$ cat src/rtl/core/dll_pkg.sv
// shared types, constants and helpers for the linked list manager
package dll_pkg;

  localparam int unsigned NODES = 64;
  localparam int unsigned IdxW  = $clog2(NODES + 1);
  localparam int unsigned AddrW = $clog2(NODES);
  localparam int unsigned NodeW = 6;
  localparam int unsigned OpW   = 3;
  localparam int unsigned CntW  = 7;

  localparam logic [IdxW-1:0] NoneIdx  = IdxW'(NODES);
  localparam logic [CntW-1:0] CountMax = '1;

  localparam logic StatusDone  = 1'b0;
  localparam logic StatusEmpty = 1'b1;

  typedef enum logic [OpW-1:0] {
    OP_PUSH_FRONT = 3'd0,
    OP_PUSH_BACK  = 3'd1,
    OP_POP_FRONT  = 3'd2,
    OP_POP_BACK   = 3'd3,
    OP_REMOVE     = 3'd4
  } op_e;

  typedef enum logic [1:0] {
    ACT_NOP,
    ACT_PUSH_F,
    ACT_PUSH_B,
    ACT_UNLINK
  } act_e;

  typedef enum logic {
    ST_IDLE,
    ST_EXEC
  } state_e;

  typedef struct packed {
    logic [OpW-1:0]   op;
    logic [NodeW-1:0] node_index;
  } req_t;

  typedef struct packed {
    logic [IdxW-1:0] node_out;
    logic            status;
    logic [CntW-1:0] item_count;
  } rsp_t;

  typedef struct packed {
    logic             we;
    logic [AddrW-1:0] waddr;
    logic [IdxW-1:0]  wdata;
    logic             re;
    logic [AddrW-1:0] raddr;
  } mem_req_t;

  function automatic logic is_node(logic [IdxW-1:0] v);
    return v < NoneIdx;
  endfunction

  function automatic logic [IdxW-1:0] norm_idx(logic [IdxW-1:0] v);
    return is_node(v) ? v : NoneIdx;
  endfunction

endpackage

$ cat src/rtl/core/dll_link_mem.sv
// one link memory: one write port, one read port with registered data
module dll_link_mem (
  input  logic                      clk_i,
  input  dll_pkg::mem_req_t         req_i,
  output logic [dll_pkg::IdxW-1:0]  rdata_o
);
  import dll_pkg::*;

  logic [IdxW-1:0] mem_q [NODES];
  logic [IdxW-1:0] rdata_q;

  // read returns the old entry when read and write hit the same address
  always_ff @(posedge clk_i) begin
    if (req_i.we) begin
      mem_q[req_i.waddr] <= req_i.wdata;
    end
    if (req_i.re) begin
      rdata_q <= mem_q[req_i.raddr];
    end
  end

  assign rdata_o = rdata_q;

endmodule

$ cat src/rtl/core/dll_seq.sv
// request sequencer: head, tail and count registers, link memory accesses
module dll_seq (
  input  logic                     clk_i,
  input  logic                     rst_ni,
  input  logic                     in_valid_i,
  output logic                     in_ready_o,
  input  dll_pkg::req_t            req_i,
  input  logic                     out_room_i,
  output logic                     rsp_valid_o,
  output dll_pkg::rsp_t            rsp_o,
  output dll_pkg::mem_req_t        nxt_req_o,
  output dll_pkg::mem_req_t        prv_req_o,
  input  logic [dll_pkg::IdxW-1:0] nxt_rd_i,
  input  logic [dll_pkg::IdxW-1:0] prv_rd_i
);
  import dll_pkg::*;

  state_e          state_q, state_d;
  act_e            act_q, act_d;
  logic [IdxW-1:0] tgt_q, tgt_d;
  logic [IdxW-1:0] node_q, node_d;
  logic            status_q, status_d;
  logic [IdxW-1:0] head_q, head_d;
  logic [IdxW-1:0] tail_q, tail_d;
  logic [CntW-1:0] cnt_q, cnt_d;

  logic [IdxW-1:0] h, t, e, p, x, n_ext;

  always_ff @(posedge clk_i or negedge rst_ni) begin
    if (!rst_ni) begin
      state_q <= ST_IDLE;
      act_q   <= ACT_NOP;
      head_q  <= NoneIdx;
      tail_q  <= NoneIdx;
      cnt_q   <= '0;
    end else begin
      state_q <= state_d;
      act_q   <= act_d;
      head_q  <= head_d;
      tail_q  <= tail_d;
      cnt_q   <= cnt_d;
    end
  end

  always_ff @(posedge clk_i) begin
    tgt_q    <= tgt_d;
    node_q   <= node_d;
    status_q <= status_d;
  end

  always_comb begin
    h     = norm_idx(head_q);
    t     = norm_idx(tail_q);
    e     = (req_i.op == OP_POP_FRONT) ? h : t;
    p     = norm_idx(prv_rd_i);
    x     = norm_idx(nxt_rd_i);
    n_ext = IdxW'(req_i.node_index);

    state_d     = state_q;
    act_d       = act_q;
    tgt_d       = tgt_q;
    node_d      = node_q;
    status_d    = status_q;
    head_d      = head_q;
    tail_d      = tail_q;
    cnt_d       = cnt_q;
    nxt_req_o   = '0;
    prv_req_o   = '0;
    in_ready_o  = 1'b0;
    rsp_valid_o = 1'b0;

    case (state_q)
      ST_IDLE: begin
        in_ready_o = 1'b1;
        if (in_valid_i) begin
          state_d  = ST_EXEC;
          act_d    = ACT_NOP;
          tgt_d    = n_ext;
          node_d   = n_ext;
          status_d = StatusDone;
          case (req_i.op)
            OP_PUSH_FRONT: begin
              if (is_node(n_ext)) begin
                act_d           = ACT_PUSH_F;
                nxt_req_o.we    = 1'b1;
                nxt_req_o.waddr = n_ext[AddrW-1:0];
                nxt_req_o.wdata = h;
                prv_req_o.we    = 1'b1;
                prv_req_o.waddr = n_ext[AddrW-1:0];
                prv_req_o.wdata = NoneIdx;
              end
            end
            OP_PUSH_BACK: begin
              if (is_node(n_ext)) begin
                act_d           = ACT_PUSH_B;
                prv_req_o.we    = 1'b1;
                prv_req_o.waddr = n_ext[AddrW-1:0];
                prv_req_o.wdata = t;
                nxt_req_o.we    = 1'b1;
                nxt_req_o.waddr = n_ext[AddrW-1:0];
                nxt_req_o.wdata = NoneIdx;
              end
            end
            OP_POP_FRONT, OP_POP_BACK: begin
              if (is_node(e)) begin
                act_d = ACT_UNLINK;
                tgt_d = e;
                node_d = e;
              end else begin
                node_d   = NoneIdx;
                status_d = StatusEmpty;
              end
            end
            OP_REMOVE: begin
              if (is_node(n_ext)) begin
                act_d = ACT_UNLINK;
              end
            end
            default: begin
              act_d = ACT_NOP;
            end
          endcase
          // unlink: fetch both links and clear them in the same cycle
          if (act_d == ACT_UNLINK) begin
            nxt_req_o.re    = 1'b1;
            nxt_req_o.raddr = tgt_d[AddrW-1:0];
            nxt_req_o.we    = 1'b1;
            nxt_req_o.waddr = tgt_d[AddrW-1:0];
            nxt_req_o.wdata = NoneIdx;
            prv_req_o.re    = 1'b1;
            prv_req_o.raddr = tgt_d[AddrW-1:0];
            prv_req_o.we    = 1'b1;
            prv_req_o.waddr = tgt_d[AddrW-1:0];
            prv_req_o.wdata = NoneIdx;
          end
        end
      end
      ST_EXEC: begin
        if (out_room_i) begin
          rsp_valid_o = 1'b1;
          state_d     = ST_IDLE;
          case (act_q)
            ACT_PUSH_F: begin
              if (is_node(h)) begin
                if (h != tgt_q) begin
                  prv_req_o.we    = 1'b1;
                  prv_req_o.waddr = h[AddrW-1:0];
                  prv_req_o.wdata = tgt_q;
                end
              end else begin
                tail_d = tgt_q;
              end
              head_d = tgt_q;
              if (cnt_q < CountMax) cnt_d = cnt_q + CntW'(1);
            end
            ACT_PUSH_B: begin
              if (is_node(t)) begin
                if (t != tgt_q) begin
                  nxt_req_o.we    = 1'b1;
                  nxt_req_o.waddr = t[AddrW-1:0];
                  nxt_req_o.wdata = tgt_q;
                end
              end else begin
                head_d = tgt_q;
              end
              tail_d = tgt_q;
              if (cnt_q < CountMax) cnt_d = cnt_q + CntW'(1);
            end
            ACT_UNLINK: begin
              // a neighbor equal to the node itself keeps its cleared link
              if (is_node(p)) begin
                if (p != tgt_q) begin
                  nxt_req_o.we    = 1'b1;
                  nxt_req_o.waddr = p[AddrW-1:0];
                  nxt_req_o.wdata = x;
                end
              end else begin
                head_d = x;
              end
              if (is_node(x)) begin
                if (x != tgt_q) begin
                  prv_req_o.we    = 1'b1;
                  prv_req_o.waddr = x[AddrW-1:0];
                  prv_req_o.wdata = p;
                end
              end else begin
                tail_d = p;
              end
              if (cnt_q != '0) cnt_d = cnt_q - CntW'(1);
            end
            default: begin
              cnt_d = cnt_q;
            end
          endcase
        end
      end
      default: begin
        state_d = ST_IDLE;
      end
    endcase

    rsp_o.node_out   = node_q;
    rsp_o.status     = status_q;
    rsp_o.item_count = cnt_d;
  end

endmodule

$ cat src/rtl/core/doubly_linked_list_manager.sv
// Doubly linked list manager over a pool of 64 node indices (64 means none).
// Each request passes through the idle and exec states: in the transfer cycle a pop or
// remove reads the node's next and prev links from the two link memories and
// clears them, and a push writes the new node's own links; in the exec state
// the neighbors' links are written back through the single write port of each
// memory and head, tail and count are updated. No new request is taken until
// the exec state of the last one ends; the exec state waits only while the
// output register still holds an untaken result. Link memories are not
// cleared after reset: under correct use every link is written before read.
module doubly_linked_list_manager (
  input  logic           clk_i,
  input  logic           rst_ni,
  input  logic           in_valid_i,
  output logic           in_ready_o,
  input  dll_pkg::req_t  in_data_i,
  output logic           out_valid_o,
  input  logic           out_ready_i,
  output dll_pkg::rsp_t  out_data_o
);
  import dll_pkg::*;

  // requests from the sequencer to the next and prev link memories
  mem_req_t        nxt_req, prv_req;
  logic [IdxW-1:0] nxt_rd, prv_rd;

  // finished result handed to the output register
  logic rsp_valid;
  rsp_t rsp;
  logic out_room;

  // output register parts the two sides
  logic out_valid_q;
  rsp_t out_data_q;

  dll_link_mem u_next_mem (
    .clk_i   (clk_i),
    .req_i   (nxt_req),
    .rdata_o (nxt_rd)
  );

  dll_link_mem u_prev_mem (
    .clk_i   (clk_i),
    .req_i   (prv_req),
    .rdata_o (prv_rd)
  );

  dll_seq u_seq (
    .clk_i       (clk_i),
    .rst_ni      (rst_ni),
    .in_valid_i  (in_valid_i),
    .in_ready_o  (in_ready_o),
    .req_i       (in_data_i),
    .out_room_i  (out_room),
    .rsp_valid_o (rsp_valid),
    .rsp_o       (rsp),
    .nxt_req_o   (nxt_req),
    .prv_req_o   (prv_req),
    .nxt_rd_i    (nxt_rd),
    .prv_rd_i    (prv_rd)
  );

  // room when empty or when the held result leaves this cycle
  assign out_room = !out_valid_q || out_ready_i;

  always_ff @(posedge clk_i or negedge rst_ni) begin
    if (!rst_ni) begin
      out_valid_q <= 1'b0;
    end else if (rsp_valid) begin
      out_valid_q <= 1'b1;
    end else if (out_ready_i) begin
      out_valid_q <= 1'b0;
    end
  end

  always_ff @(posedge clk_i) begin
    if (rsp_valid) begin
      out_data_q <= rsp;
    end
  end

  assign out_valid_o = out_valid_q;
  assign out_data_o  = out_data_q;

  // a transfer in leaves the block busy for the following cycle
  a_busy_after_accept: assert property (@(posedge clk_i) disable iff (!rst_ni)
    in_valid_i && in_ready_o |=> !in_ready_o)
    else $error("request taken while previous one in progress");

  // a result is never finished in a cycle that also takes a request
  a_no_overlap: assert property (@(posedge clk_i) disable iff (!rst_ni)
    rsp_valid |-> !in_ready_o)
    else $error("result finished while taking a request");

  // a result is only written when the output register has room
  a_no_overwrite: assert property (@(posedge clk_i) disable iff (!rst_ni)
    rsp_valid |-> out_room)
    else $error("result overwrote an untaken one");

  // an empty report always carries the none index
  a_empty_none: assert property (@(posedge clk_i) disable iff (!rst_ni)
    out_valid_o && (out_data_o.status == StatusEmpty) |-> out_data_o.node_out == NoneIdx)
    else $error("empty status without none index");

endmodule

$ cat config.mk
export PLATFORM = sky130hd
export DESIGN_NAME = doubly_linked_list_manager
export DESIGN_NICKNAME = d
export VERILOG_FILES = /design/src/rtl/core/dll_pkg.sv /design/src/rtl/core/dll_link_mem.sv /design/src/rtl/core/dll_seq.sv /design/src/rtl/core/doubly_linked_list_manager.sv
export SDC_FILE = /design/constraint.sdc
export NUM_CORES = 1
export LEC_CHECK = 0
export BUFFER_PORTS_ARGS = -buffer_cell sky130_fd_sc_hd__buf_2
export CORE_ASPECT_RATIO = 1.1
export CORE_MARGIN = 1
export CORE_UTILIZATION = 45
export CTS_BUF_LIST = sky130_fd_sc_hd__clkbuf_8
export CTS_CLUSTER_DIAMETER = 60
export DETAILED_ROUTE_END_ITERATION = 10
export PLACE_DENSITY = 0.67
export RECOVER_POWER = 50
export SYNTH_ARGS = -nofsm -noshare
export SYNTH_HDL_FRONTEND = slang
export SYNTH_HIERARCHICAL = 1
export SYNTH_SLANG_ARGS = --single-unit
$ cat constraint.sdc
create_clock -name clk_i -period 4.2 [get_ports clk_i]
set_input_delay 0.42 -clock clk_i [delete_from_list [all_inputs] [get_ports clk_i]]
set_output_delay 0.42 -clock clk_i [all_outputs]
set_load 0.02 [all_outputs]
==> flow_summary_export.csv, run 1 <==
group,metric,value,unit
outcome,status,"complete, but fails checks",
outcome,violations,"capacitance limit, slew limit",
timing,hold_ws,0.179,ns
cts,ctsResizeCount,0,
power_and_ir_drop,power_density,492,nW/µm²
worst_setup_path,end_kind,"flip-flop",
detailed_routing,wl,92.1,mm
die,die_x,283,µm
detailed_routing,drtPass1Iterations,6,
power_and_ir_drop,p_switching,6.06,mW
timing,fmax,257,MHz
synthesis,synth-xor-area-share,0.493,%
die,ios,30,
synthesis,yosysUniqueCellTypes,71,
synthesis,synth_top_family_by_area,"multiplexers",
worst_setup_path,crit_fanout,15,
synthesis,synthSimpleGateAreaFrac,5.09,%
synthesis,synth-edff-count,939,
die,dieHeight,311,µm
detailed_routing,initialDrtViolationCount,1965,
die,start_util,45.4,%
synthesis,async_flop_share,2.59,%
timing,worst_pin_slew,1.54,ns
layout,layout-drive-gt1-share,26.1,%
worst_setup_path,r2r_setup_slack,0.31,ns
die,std_cell_rows,113,
worst_setup_path,start_kind,"flip-flop",
detailed_routing,vias,20942,
global_routing,grt-ovfl-total,0,
cts,root_buffer,"clkbuf_8",
cts,insertion_delay,0.82,ns
synthesis,synth_area,39100,µm²
power_and_ir_drop,ir_drop,0.351,mV
global_routing,track_usage,21.1,%
power_and_ir_drop,switching_share,27.6,%
cts,cts_tree,"yes",
global_routing,grt_pass1_wl,138,mm
synthesis,synthTopCellsByArea,"edfxtp_1, mux4_2, nor2_1",
global_routing,antenna_found_initial,1,
power_and_ir_drop,clockPowerShare,34.1,%
synthesis,seq_area_frac_synth,73.7,%
layout,layout_commonest_cell,"edfxtp_1",
power_and_ir_drop,finalPower,22.0,mW
cts,cts_buffers,155,
cts,clk_pin_slew,0.06,ns
synthesis,synth_adder_area_share,0.288,%
synthesis,ys_warn_count,6,
timing,fin_setup_tns,0,ns
layout,fin_nets,2355,
min_path,hp-class,"input port to flip-flop",
timing,period_minus_slack,3.89,ns
power_and_ir_drop,leakage,14.2,nW
detailed_routing,ant_nets,0,
die,core-area,86200,µm²
timing,drv_slew,74,
detailed_routing,wl_per_cell,25.6,µm
placed_design,place_ws,0.251,ns
layout,final_cell_mix,"edfxtp_1, mux4_2, nor2_1, buf_4, clkbuf_8",
timing,worst_slack,0.314,ns
worst_setup_path,critical_path_class,"flip-flop to flip-flop",
timing,hold_violations,0,
synthesis,syn_inst,2060,
timing,rsz0062_at_grt,"no",
global_routing,grt_max_degree,67,
global_routing,grt_pass1_vias,21622,
placed_design,place_congestion,0.905,
synthesis,syn_nets,2082,
power_and_ir_drop,seqPwrFrac,52.5,%
synthesis,synth.ff_latch_count,964,
cts,clock_path_buffers,3,
layout,fin_cells,3603,
synthesis,synth_mux_area_share,14.0,%
placed_design,numPortBuffers,29,
detailed_routing,remaining_drc_errors,0,
timing,setup_violations,0,
placed_design,dpl.hpwl,59.4,mm
job,maxCapViolCount,1,
power_and_ir_drop,power.internal,15.9,mW
timing,finalCritPeriodShare,92.5,%
synthesis,synth-main-ff-cell,"edfxtp_1",
layout,syn_to_final_growth,14.0,%
synthesis,avgSynthCellArea,19.0,µm²
synthesis,synth_largest_area_cell,"edfxtp_1",
detailed_routing,viasPerCell,5.81,
power_and_ir_drop,p_comb_share,13.5,%
timing,max-slew-margin-rel,-2.62,%
die,die-area,88100,µm²
worst_setup_path,crit_required,4.67,ns
timing,finClkSkew,0.0514,ns
cts,cts_sinks,964,
cts,htree_num_levels,4,
worst_setup_path,critPathArrivalTime,4.36,ns
synthesis,synth_top_area_share,72.1,%
placed_design,placed_cells,3317,
synthesis,synth_compound_area_share,4.43,%
critical path: stages, from the launching register on:
cell and delay, ns:
dfstp_2 0.68, nand2b_1 0.25, mux2_1 0.19, a2bb2oi_1 0.59, nor2_1 0.16, a221o_1 0.45, nor2b_1 0.21, nand3_1 0.10
clkbuf_1 0.36, nor2_1 0.18, clkbuf_1 0.39
per-stage QoR:
| stage | instance area (µm²) | util, % |
|---|---|---|
| floorplan | 39100 | - |
| global placement | 41700 | 48.4 |
| detailed placement | 41700 | 48.4 |
| CTS | 44700 | 51.8 |
| global route | 44600 | 51.7 |
| finish | 44600 | 51.7 |
final cells by class:
class                      count  area (µm²)
tap                         1150        1440
clock inverter               120         727
multi-input combinational    950        9520
timing repair buffer         238        1820
fill                        6867       41700
clock buffer                 156        2150
inverter                      24        90.1
antenna                        1        2.50
sequential                   964       28800
power groups by stage:
stage	Combinational, mW	Sequential, mW	Clock, mW
floorplan	1.95	11.6	0
global placement	2.91	11.7	0
detailed placement	2.98	11.7	0
CTS	3.00	11.5	7.67
global route	3.18	11.5	8.06
finish	2.96	11.5	7.48
final timing paths:
kind	from	endpoint	depth (start not counted)
setup / recovery	u_seq/tail_q[6]	u_prev_mem/mem_q[37][4]	10
hold / removal	in_data_i[7]	u_seq/act_q[0]	4
setup reg to reg	u_seq/tail_q[6]	u_prev_mem/mem_q[37][4]	10
hold reg to reg	u_seq/node_q[5]	out_data_o[13]	0
max in group asynchronous	rst_ni	u_seq/act_q[1]	2
min in group asynchronous	rst_ni	u_seq/cnt_q[4]	2
repair_timing:
action | in CTS | in global routing
endpoints found under the hold margin | 35 | 0
endpoints found under the setup margin | 0 | 0
hold buffers | 9 | 0
setup buffers | 0 | 0
flip-flops by register name (all words and copies together), names as in the netlist, 2 cells and up:
name / count
out_data_o: 15
u_next_mem/mem_q: 448
u_next_mem/rdata_o: 7
u_prev_mem/mem_q: 448
u_prev_mem/rdata_o: 7
u_seq/act_q: 2
u_seq/cnt_q: 7
u_seq/head_q: 7
u_seq/node_q: 7
u_seq/tail_q: 7
u_seq/tgt_q: 7
layer usage:
| metal | up-vias | track usage (%) | share of wire [%] |
|---|---|---|---|
| li1 | 8990 | - | - |
| met5 | - | 0 | 0 |
| met2 | 938 | 35.0 | 51 |
| met1 | 10787 | 27.3 | 39 |
| met4 | 0 | 8.86 | 3.8 |
| met3 | 227 | 3.91 | 6.6 |
logic make-up after synthesis:
group,after synthesis
and+or+nand+nor,412
buffers and inverters,146
DFF,964
AOI/OAI and AO/OA,241
other,1
xor gates and xnor gates,22
adders and majority gates,9
muxes,265
synth_stat cells, types with 23 or more instances:
cell type    n
nand2_1     50
a221o_1     25
mux2i_1     36
nand3_1     28
dfrtp_1     23
a21oi_1     50
o21ai_0     23
nor2b_1     26
edfxtp_1   939
mux4_2     224
o22ai_1     26
buf_2       40
clkbuf_1    46
nor2_1     196
Power figures use the tool's default switching activity.
==> inputs of run 2 (changes only) <==
Clock period 4.2 ns to 3.9 ns, I/O delays scaled along.
==> run 2 against run 1 <==
  * The run still ends with capacitance limit, slew limit left
  * Count of clock-buffer cells in the layout unchanged
  * Global-route usage increased by 0.20 points
  * Worst setup slack got worse by 0.25 ns
  * Sequential share of layout area decreased by 0.49 points
  * Combinational power increased by 9.1%
  * Fmax increased by 1.3%
  * Cell count increased by 0.86%
  * Critical path type unchanged
  * Register-to-register slack got worse by 0.25 ns
  * Via count increased by 0.73%
==> flow_summary_export.csv, run 2 (synthesis results as in run 1) <==
group,metric,value,unit
die,die-area,88100,µm²
placed_design,placed_cells,3349,
layout,fin_nets,2387,
power_and_ir_drop,clockPowerShare,33.8,%
placed_design,place_area,42100,µm²
cts,cts_sinks,964,
power_and_ir_drop,seqPwrFrac,52.5,%
cts,cts_setup_buffers,0,
detailed_routing,wl,92.4,mm
global_routing,antenna_found_initial,2,
placed_design,numPortBuffers,29,
cts,htree_num_levels,4,
cts,clock_path_buffers,3,
timing,hold_violations,0,
worst_setup_path,end_kind,"flip-flop",
die,core-area,86200,µm²
placed_design,dpl.hpwl,59.7,mm
worst_setup_path,r2r-start,"u_seq/tail_q[6]",
worst_setup_path,crit_path_start,"u_seq/tail_q[6]",
worst_setup_path,reg2reg_depth,11,
detailed_routing,ant_nets,0,
worst_setup_path,r2r_setup_slack,0.07,ns
global_routing,grt_max_degree,65,
timing,period_minus_slack,3.83,ns
min_path,hold_start,"in_data_i[7]",
power_and_ir_drop,p_switching,6.42,mW
timing,finalCritPeriodShare,98.3,%
layout,postLayoutCellArea,44900,µm²
detailed_routing,viasPerCell,5.80,
power_and_ir_drop,power.internal,17.2,mW
power_and_ir_drop,leakage,14.3,nW
detailed_routing,remaining_drc_errors,0,
timing,worst_pin_slew,1.62,ns
layout,layout-drive-gt1-share,27.9,%
die,ios,30,
timing,rsz0062_at_grt,"yes",
timing,drv_slew,75,
detailed_routing,initialDrtViolationCount,2269,
timing,setup_violations,0,
worst_setup_path,slowest_delay,0.70,ns
layout,final_cell_mix,"edfxtp_1, mux4_2, buf_4, nor2_1, clkbuf_8",
global_routing,track_usage,21.3,%
power_and_ir_drop,ir_drop,0.277,mV
global_routing,grt_pass1_wl,140,mm
cts,cts_buffers,154,
worst_setup_path,r2r-end,"u_next_mem/rdata_o[0]",
global_routing,grt-ovfl-total,0,
power_and_ir_drop,switching_share,27.2,%
worst_setup_path,crit_fanout,27,
detailed_routing,wl_per_cell,25.4,µm
worst_setup_path,start_kind,"flip-flop",
power_and_ir_drop,power_density,525,nW/µm²
min_path,whs_endpoint,"u_seq/act_q[0]",
worst_setup_path,crit_required,4.48,ns
detailed_routing,vias,21094,
outcome,status,"complete, but fails checks",
cts,insertion_delay,0.83,ns
placed_design,place_congestion,0.898,
die,die_x,283,µm
die,dieHeight,311,µm
layout,layout_commonest_cell,"edfxtp_1",
worst_setup_path,slowest_stage,"dfstp_2",
worst_setup_path,path_cells,"mux2i_1 -> and2_1 -> nand2_1 -> o21a_1 -> and2_4 -> buf_12 -> buf_12 -> mux4_2 -> a22oi_1 -> a41oi_1 -> a41o_1",
timing,fin_setup_tns,0,ns
job,maxCapViolCount,4,
timing,fmax,261,MHz
min_path,holdPathStages,4,
die,start_util,45.4,%
global_routing,grt_pass1_vias,21947,
cts,root_buffer,"clkbuf_8",
worst_setup_path,critical_path_class,"flip-flop to flip-flop",
power_and_ir_drop,p_comb_share,13.7,%
layout,syn_to_final_growth,14.8,%
worst_setup_path,crit_top_cell,"buf_12",
worst_setup_path,critPathArrivalTime,4.41,ns
detailed_routing,drtPass1Iterations,6,
min_path,hp-class,"input port to flip-flop",
cts,cts_tree,"yes",
layout,fin_cells,3634,
cts,clk_pin_slew,0.06,ns
timing,finClkSkew,0.0512,ns
die,std_cell_rows,113,
outcome,violations,"capacitance limit, slew limit",
timing,max-slew-margin-rel,-8.23,%
run 2: area by class of cell:
type	instances	area, µm²
flip-flops and latches	964	28800
clock inverters	116	676
repair buffers	271	2200
well taps	1150	1440
fillers	6798	41300
diodes	3	7.51
multi-input cells	950	9530
clock buffers	156	2150
inverters	24	90.1
run 2: repair_timing:
action / in CTS / in global routing
gates resized for setup: 0 / 4
endpoints found under the setup margin: 0 / 10
hold endpoints to repair: 39 / 0
hold buffers: 9 / 0
run 2: how the worst max path moves through the flow:
stage,endpoint,slack [ns],cells past startpoint
after global placement,u_next_mem/rdata_o[0],0.05,12
final,u_next_mem/rdata_o[0],0.07,11
after global routing,u_prev_mem/mem_q[24][4],-0.0002,10
after CTS,u_next_mem/rdata_o[0],0.11,10
after detailed placement,u_next_mem/rdata_o[0],-0.01,12
after floorplan,u_next_mem/mem_q[39][0],0.14,12
run 2: power groups by stage:
stage	Sequential [mW]	Combinational, mW	Clock (mW)
2_1_floorplan	12.5	2.09	0
3_3_place_gp	12.6	3.18	0
3_5_place_dp	12.6	3.25	0
4_1_cts	12.4	3.27	8.15
5_1_grt	12.4	3.48	8.60
6_report	12.4	3.23	7.97
run 2: metal layers:
layer	GRT usage [%]	wire, µm	up-vias
li1	-	-	9070
met1	27.3	35500	10840
met2	35.5	46800	962
met5	0	0	-
met4	8.96	3380	0
met3	4.01	6730	222
run 2: through the flow:
stage          utilization, %  worst slack (ns)  hold slack (ns)  power, mW
5_1_grt                  52.1         -0.000242            0.147       24.5
3_5_place_dp             48.8           -0.0135            0.408       15.8
2_1_floorplan               -             0.140           0.0944       14.6
4_1_cts                  52.1             0.107           0.0569       23.8
6_report                 52.1            0.0658            0.147       23.6
3_3_place_gp             48.8            0.0533            0.407       15.7
run 2: worst max-delay path, delay by kind of cell (launching register included):
kind | cells | cell delay, ns
AOI/OAI and AO/OA | 4 | 1.10
and+or+nand+nor | 3 | 0.77
DFF | 1 | 0.70
muxes | 2 | 0.52
buffers and inverters | 2 | 0.47
